## config.mk

```make
export PLATFORM = sky130hd
export DESIGN_NAME = pteb_queue
export DESIGN_NICKNAME = d
export VERILOG_FILES = /design/src/design/pteb_pkg.sv /design/src/design/pteb_queue.sv
export SDC_FILE = /design/constraint.sdc
export NUM_CORES = 1
export LEC_CHECK = 0
export BUFFER_PORTS_ARGS = -buffer_cell sky130_fd_sc_hd__clkbuf_2
export CORE_ASPECT_RATIO = 1.25
export CORE_MARGIN = 1.5
export CORE_UTILIZATION = 45
export CTS_CLUSTER_SIZE = 12
export DETAILED_ROUTE_END_ITERATION = 7
export PLACE_DENSITY = 0.72
export SLEW_MARGIN = 20
export SYNTH_ARGS = -nofsm -noshare
export SYNTH_HDL_FRONTEND = slang
export SYNTH_SLANG_ARGS = --single-unit
export TNS_END_PERCENT = 100
```

## constraint.sdc

```tcl
create_clock -name clk -period 2.9 [get_ports clk]
set_input_delay 0.58 -clock clk [delete_from_list [all_inputs] [get_ports clk]]
set_output_delay 0.58 -clock clk [all_outputs]
set_load 0.005 [all_outputs]
```

## src/design/pteb_pkg.sv

```systemverilog
package pteb_pkg;

    localparam int ADDR_W        = 32;
    localparam int L1_IDX_W      = 12;
    localparam int L2_IDX_W      = 8;
    localparam int PAGE_FRAME_W  = 20;
    localparam int COARSE_HI_W   = 22;
    localparam int DOMAIN_W      = 4;
    localparam int AP_W          = 2;
    localparam int CB_W          = 2;
    localparam int L1_ENTRIES    = 4096;
    localparam int QUEUE_DEPTH   = 2;

    localparam logic [L1_IDX_W-1:0] L1_LAST_IDX = L1_IDX_W'(L1_ENTRIES - 1);

    // 16KB step from the raw start to the coarse table area, in 1KB units.
    localparam logic [COARSE_HI_W-1:0] COARSE_OFFSET = COARSE_HI_W'(16);

    // Descriptor type codes in bits 1:0.
    localparam logic [1:0] DESC_COARSE  = 2'b01;
    localparam logic [1:0] DESC_SECTION = 2'b10;
    localparam logic [1:0] DESC_SMALL   = 2'b10;

    // Contents of the first-level type store.
    localparam logic L1_IS_COARSE  = 1'b1;
    localparam logic L1_NOT_COARSE = 1'b0;

    typedef struct packed {
        logic                    is_page;
        logic [L1_IDX_W-1:0]     l1_idx;
        logic [L2_IDX_W-1:0]     l2_idx;
        logic [PAGE_FRAME_W-1:0] frame;
        logic [DOMAIN_W-1:0]     domain;
        logic [AP_W-1:0]         ap;
        logic [CB_W-1:0]         cb;
    } map_entry_t;

    typedef struct packed {
        logic full;
        logic empty;
    } queue_status_t;

    typedef struct packed {
        logic clear_done;
    } back_status_t;

    typedef enum logic [2:0] {
        B_CLEAR,
        B_IDLE,
        B_LOOKUP,
        B_EMIT_TABLE,
        B_EMIT_LAST
    } back_state_t;

endpackage

```

## src/design/pteb_queue.sv

```systemverilog
module pteb_queue #(
    parameter int DEPTH = pteb_pkg::QUEUE_DEPTH
) (
    input  logic                   clk,
    input  logic                   rst_n,
    input  logic                   push,
    input  pteb_pkg::map_entry_t   push_entry,
    input  logic                   pop,
    output pteb_pkg::map_entry_t   head,
    output pteb_pkg::queue_status_t status
);

    localparam int PTR_W = (DEPTH > 1) ? $clog2(DEPTH) : 1;
    localparam int CNT_W = $clog2(DEPTH + 1);

    pteb_pkg::map_entry_t entries [DEPTH];
    logic [PTR_W-1:0] wr_ptr_reg;
    logic [PTR_W-1:0] rd_ptr_reg;
    logic [CNT_W-1:0] count_reg;
    logic [PTR_W-1:0] wr_ptr_next;
    logic [PTR_W-1:0] rd_ptr_next;
    logic [CNT_W-1:0] count_next;

    always_comb
    begin
        wr_ptr_next = wr_ptr_reg;
        rd_ptr_next = rd_ptr_reg;
        count_next  = count_reg;
        if (push)
        begin
            wr_ptr_next = (wr_ptr_reg == PTR_W'(DEPTH - 1)) ? '0 : wr_ptr_reg + 1'b1;
        end
        if (pop)
        begin
            rd_ptr_next = (rd_ptr_reg == PTR_W'(DEPTH - 1)) ? '0 : rd_ptr_reg + 1'b1;
        end
        if (push && !pop)
        begin
            count_next = count_reg + 1'b1;
        end
        else if (pop && !push)
        begin
            count_next = count_reg - 1'b1;
        end
    end

    always_ff @(posedge clk or negedge rst_n)
    begin
        if (!rst_n)
        begin
            wr_ptr_reg <= '0;
            rd_ptr_reg <= '0;
            count_reg  <= '0;
        end
        else
        begin
            wr_ptr_reg <= wr_ptr_next;
            rd_ptr_reg <= rd_ptr_next;
            count_reg  <= count_next;
        end
    end

    always_ff @(posedge clk)
    begin
        if (push)
        begin
            entries[wr_ptr_reg] <= push_entry;
        end
    end

    assign head         = entries[rd_ptr_reg];
    assign status.full  = (count_reg == CNT_W'(DEPTH));
    assign status.empty = (count_reg == '0);

endmodule

```

==> Yosys cells after proc, flatten, opt, wreduce, memory -nomap -nowiden <==
Memories as Yosys holds them, arrays and structs flattened.
Index checks and enable logic that the tools add are counted.
{ "word_totals": {"ramBits": 98, "n_memories": 1, "romBits": 0, "regBits": 4, "latch_bits": 0, "in_bits": 53, "elab_cells": 21} }
{ "memory_table": {"columns": ["memory", "depth", "word_bits", "rd", "rd_ports_with_merged_regs", "write_ports", "line", "source"], "rows": [
  ["entries", 2, 49, 1, 0, 1, "pteb_queue.sv:16", "pteb_pkg::map_entry_t entries [DEPTH];"]
]} }
{ "op_classes": {"n_mul": 0, "add_sub_neg": 4, "bitwise": 0, "eq_ne": 1, "muxes": 6, "n_lt_le_gt_ge": 0, "shift": 0, "div": 0, "reduce_logical": 6} }
{ "ops": {"columns": ["op", "count"], "rows": [
  ["two-way mux 1 bit", 4],
  ["two-way mux 2 bit", 2],
  ["adder 1 bit, second input constant", 2],
  ["adder 2 x 1 -> 2 bit, second input constant", 1],
  ["equality test 2 bit, second input constant", 1],
  ["logical AND 1 bit", 2],
  ["logical NOT 1 bit", 2],
  ["logical NOT 2 bit", 1],
  ["nonzero test 2 bit", 1],
  ["subtractor 2 x 1 -> 2 bit, second input constant", 1]
]} }

==> Longest topological paths before layout <==
Gate-level depths: netlist of run 1.
{ "depth": {"depth_word": 4, "ltp_mapped": 5, "ltp_nobuf": 5} }

==> Worst setup path before layout of run 1 <==
No wires, ideal clock.
{ "synth_timing": {"path_kind": "input to register", "start": "in push", "end": "mem entries[0][0] in the netlist's numbering (enable)", "path_stages": 1, "arrival_time_ns": 2.754, "path_slack_ns": -0.315, "cell_sequence": "nor2b_1"} }
{ "synth_between": {"elab_chain_cells": 2} }
{ "synth_rtl": {"columns": ["element", "line", "source"], "rows": [
  ["start: declaration", "pteb_queue.sv:6", "input logic push,"],
  ["two-way mux 1 bit", "pteb_queue.sv:65", "if (push)"],
  ["two-way mux 1 bit (not written as such)", "pteb_queue.sv:67", "entries[wr_ptr_reg] <= push_entry;"],
  ["end: declaration", "pteb_queue.sv:16", null]
]} }
Every way passes these cells.

==> results of run 1 <==
## timing repair
item / in CTS / in global routing
hold buffers: 1 / 0
setup buffers: 0 / 0
resized for setup: 0 / 0
endpoints found under the hold margin: 4 / 0
## metal layers
metal / vias up / global-route usage (%) / wire (um)
met3: 11 / 5.11 / 330
li1: 881 / - / -
met4: 0 / 8.99 / 160
met5: - / 0 / 0
met2: 58 / 23.6 / 3360
met1: 900 / 15.1 / 2390
## Yosys cell counts (all sizes together)
master	instances
edfxtp	98
nor2	2
xor2	4
inv	1
mux2	49
buf	6
nor2b	2
and2	1
dfrtp	4
xnor2	1
ha	1
## area by class of cell
| class | count | area [um^2] | area share, % |
|---|---|---|---|
| multi-input combinational | 60 | 827 | 17.3 |
| inverter | 1 | 3.75 | 0.0784 |
| tap | 120 | 150 | 3.14 |
| clock buffer | 11 | 141 | 2.95 |
| sequential | 102 | 3050 | 63.7 |
| clock inverter | 5 | 36.3 | 0.758 |
| timing repair buffer | 108 | 581 | 12.1 |
## metrics by stage
stage	setup slack (ns)	hold slack [ns]	instance area (um^2)
floorplan	0.599	0.284	3980
global placement	0.772	0.394	4600
detailed placement	0.765	0.393	4600
CTS	0.343	0.373	4790
global route	0.284	0.363	4790
finish	0.395	0.394	4790
## cells by family after synthesis
family	after synthesis	synth area share, %
adders and majority gates	1	0.315
buffers and inverters	7	2.89
DFF	102	76.5
and+or+nand+nor	5	0.661
muxes	49	18.5
xor gates and xnor gates	5	1.10
## worst max-delay path by stage
| stage | start | end | slack [ns] | depth (start not counted) |
|---|---|---|---|---|
| CTS | rd_ptr_reg$_DFFE_PN0P_ | head[12] | 0.34 | 3 |
| floorplan | push | entries[0][0]$_DFFE_PP_ | 0.60 | 1 |
| detailed placement | rd_ptr_reg$_DFFE_PN0P_ | head[12] | 0.77 | 3 |
| finish | rd_ptr_reg$_DFFE_PN0P_ | head[3] | 0.40 | 3 |
| global route | rd_ptr_reg$_DFFE_PN0P_ | head[40] | 0.28 | 3 |
| global placement | rd_ptr_reg$_DFFE_PN0P_ | head[14] | 0.77 | 3 |
## power breakdown
| group | switching (mW) | internal [mW] |
|---|---|---|
| clock network | 0.464 | 0.335 |
| logic | 0.490 | 0.783 |
| registers | 0.209 | 1.96 |
==> flow_metrics.tcl, run 1 <==
set metrics [dict create \
    cts_buffers 9 \
    nNetsFinal 336 \
    finalSetupViolations 0 \
    die_x_um 87.1 \
    min_to "entries[1][17]$_DFFE_PP_" \
    ant_nets 0 \
    slew_headroom_pct 59.4 \
    yosysWarnings 0 \
    hold_viol 0 \
    gp_congestion 0.683 \
    track_usage_pct 14.2 \
    ys_top_cells_by_area "edfxtp_1, mux2_4, buf_12" \
    r2r_end "entries[0][39]$_DFFE_PP_" \
    p_total_mw 4.24 \
    post-route-util_pct 55.3 \
    syn2layout_area_growth_pct 20.4 \
    fin_crit_sh_pct 86.4 \
    grt_overflow 0 \
    initial_core_util_pct 46.0 \
    drt_iter0_drc 120 \
    cts_tree "built" \
    htreeDepth 3 \
    cp_cell_sequence "buf_12 > mux2_4 > clkbuf_2" \
    postRouteWirelength_mm 6.24 \
    critPathMaxFanout 31 \
    final_common_cell "clkbuf_2" \
    syn_area_per_cell_um2 23.5 \
    rows 38 \
    cp.buffers_inverters 2 \
    hpwl_mm 4.17 \
    yosysTopAreaCell "edfxtp_1" \
    post-route-min-period_ns 2.50 \
    stdcell_count 407 \
    rsz0062_at_grt "no" \
    synth_top_area_share_pct 74.0 \
    max-vdd-ir-drop_v 0.000510 \
    rrSetupSlack_ns 1.33 \
    crit_family "flip-flops" \
    io_buffers 103 \
    synth.distinct_cells 12 \
    largest_register_ffs 98 \
    power.density_nw_per_um2 886 \
    status "complete, no violations" \
    grt_max_degree 32 \
    drc 0 \
    clock-sinks 102 \
    report.final.slew_viol_count 0 \
    dieArea_um2 9410 \
    cap_violations 0 \
    cpMaxStageDelayCell "dfrtp_4" \
    p_leak_nw 1.96 \
    tns_ns 0 \
    clk_latency_ns 0.36 \
    grt_pass1_vias 1928 \
    place_inst 390 \
    insertedDiodeCount 0 \
    core-area_um2 8650 \
    critPathLaunchType "register" \
    fp.dieH_um 108 \
    slowest_delay_ns 0.84 \
    grt_pass1_wl_mm 9.39 \
    vias_per_cell 4.55 \
    critPathKind "register to output port" \
    arrival_ns 1.92 \
    synthesis.area_um2 3980 \
    reg2reg_from "wr_ptr_reg$_DFFE_PN0P_" \
    drive_above_1_share_pct 60.6 \
    cts-root-buf "clkbuf_8" \
    min_from "push_entry[17]" \
    worstMarginPinSlew_ns 0.609 \
    postSynthCellCount 169 \
    fmax_mhz 399 \
    antenna_found_initial 0 \
    hp-class "primary input to register" \
    required_ns 2.32 \
    finClkSkew_ns 0.00786 \
    hold_depth 1 \
    mostFrequentLayoutCells "clkbuf_2, edfxtp_1, mux2_4" \
    ioPinCount 104 \
    yosysSeqAreaShare_pct 76.5 \
    endpoint_kind "output port" \
    first_pass_iters 4 \
    clock_path_buffers 2 \
    path_clk_slew_ns 0.10 \
    vias 1850 \
    synth-seq-cells 102 \
    avgRoutedWirePerCell_um 15.3 \
    final.fill_count 713 \
    ff2ff_path_depth 2 \
    syn_nets 223 \
]
No activity file was read; power rests on OpenSTA's default activity.
==> inputs of run 2 (changes only) <==
PLACE_DENSITY = not set   (was 0.72)
PLACE_DENSITY_LB_ADDON = 0.25   (was not set)
SLEW_MARGIN = 0   (was 20)
==> run 2 against run 1 <==
Clock power fell by 7.4%. Critical path type unchanged. Sequential share of layout area increased by 0.47 points. Global-route usage decreased by 0.49 points. Hold slack got worse by 0.37 ns. Highest routed layer unchanged. Die area is the same.
==> flow_metrics.tcl, run 2 (same netlist as run 1, synthesis figures left out) <==
set metrics [dict create \
    core-area_um2 8650 \
    track_usage_pct 13.7 \
    gp_congestion 0.684 \
    mostFrequentLayoutCells "clkbuf_2, edfxtp_1, mux2_4" \
    reg2reg_from "wr_ptr_reg$_DFFE_PN0P_" \
    vias 1867 \
    final_common_cell "clkbuf_2" \
    fmax_mhz 406 \
    ff2ff_path_depth 2 \
    clk_latency_ns 0.36 \
    grt_max_degree 28 \
    critPathMaxFanout 27 \
    avgRoutedWirePerCell_um 15.0 \
    path_clk_slew_ns 0.09 \
    tns_ns 0 \
    antenna_found_initial 0 \
    drive_above_1_share_pct 60.3 \
    insertedDiodeCount 0 \
    first_pass_iters 4 \
    layout.area.seq_um2 3050 \
    final.fill_count 729 \
    cts_resized 0 \
    cap_violations 0 \
    io_buffers 103 \
    initial_core_util_pct 46.0 \
    rsz0062_at_grt "no" \
    cpMaxStageDelayCell "dfrtp_4" \
    grt_pass1_vias 1888 \
    grt_pass1_wl_mm 9.21 \
    clock_path_buffers 2 \
    fin_crit_sh_pct 84.9 \
    syn2layout_area_growth_pct 19.5 \
    status "complete, no violations" \
    cts_buffers 9 \
    endpoint_kind "output port" \
    finalSetupViolations 0 \
    critPathKind "register to output port" \
    cts-root-buf "clkbuf_8" \
    fp.dieH_um 108 \
    ioPinCount 104 \
    rrSetupSlack_ns 1.62 \
    crit_family "flip-flops" \
    drt_iter0_drc 110 \
    r2r_end "entries[1][41]$_DFFE_PP_" \
    cp.buffers_inverters 2 \
    critPathLaunchType "register" \
    place_inst 391 \
    multi_input_area_um2 827 \
    p_leak_nw 1.96 \
    hpwl_mm 4.16 \
    required_ns 2.32 \
    worstMarginPinSlew_ns 0.530 \
    dieArea_um2 9410 \
    ant_nets 0 \
    rows 38 \
    cp_cell_sequence "buf_12 > mux2_4 > clkbuf_2" \
    stdcell_count 407 \
    grt_overflow 0 \
    largest_register_ffs 98 \
    postCtsSetupBuffers 0 \
    slew_headroom_pct 64.7 \
    vias_per_cell 4.59 \
    drc 0 \
    report.final.slew_viol_count 0 \
    nNetsFinal 336 \
    clock-sinks 102 \
    max-vdd-ir-drop_v 0.000450 \
    power.density_nw_per_um2 880 \
    arrival_ns 1.88 \
    finClkSkew_ns 0.00601 \
    post-route-min-period_ns 2.46 \
    htreeDepth 3 \
    hold_viol 0 \
    die_x_um 87.1 \
    cts_tree "built" \
    postRouteWirelength_mm 6.11 \
    slowest_delay_ns 0.78 \
    cp_num_cells 3 \
    hp-class "primary input to async pin" \
    cts_hold_buffers 0 \
]
run 2: layout make-up:
class / count / share of cell area (%)
clock buffers: 11 / 2.77
clock inverters: 5 / 0.553
inverters: 1 / 0.0790
multi-input cells: 60 / 17.4
flip-flops and latches: 102 / 64.1
well taps: 120 / 3.16
repair buffers: 108 / 11.9
run 2: how the worst max path moves through the flow:
stage	startpoint	end	slack [ns]
after global placement	rd_ptr_reg$_DFFE_PN0P_	head[2]	0.82
after floorplan	push	entries[0][0]$_DFFE_PP_	0.60
after global routing	rd_ptr_reg$_DFFE_PN0P_	head[27]	0.35
final	rd_ptr_reg$_DFFE_PN0P_	head[27]	0.44
after CTS	rd_ptr_reg$_DFFE_PN0P_	head[27]	0.39
after detailed placement	rd_ptr_reg$_DFFE_PN0P_	head[27]	0.79
run 2: per-stage QoR:
stage / utilization, % / area, um^2 / total power, mW / hold slack (ns) / worst slack, ns
6_report: 54.9 / 4750 / 4.18 / 0.0203 / 0.438
5_1_grt: 54.9 / 4750 / 4.41 / 0.00378 / 0.349
3_3_place_gp: 53.1 / 4590 / 3.47 / 0.390 / 0.816
4_1_cts: 54.9 / 4750 / 4.24 / 0.00134 / 0.394
3_5_place_dp: 53.1 / 4590 / 3.50 / 0.393 / 0.792
2_1_floorplan: - / 3980 / 3.13 / 0.284 / 0.599
run 2: per-layer routing:
metal	global-route usage, %	wire length [um]
met1	15.0	2360
met2	23.1	3200
met3	4.66	424
met4	7.60	128
met5	0	0
run 2: power by group:
| group | internal, mW | switching [mW] | total (mW) |
|---|---|---|---|
| Sequential | 1.96 | 0.187 | 2.15 |
| Combinational | 0.776 | 0.516 | 1.29 |
| Clock | 0.305 | 0.436 | 0.741 |
| Total | 3.04 | 1.14 | 4.18 |
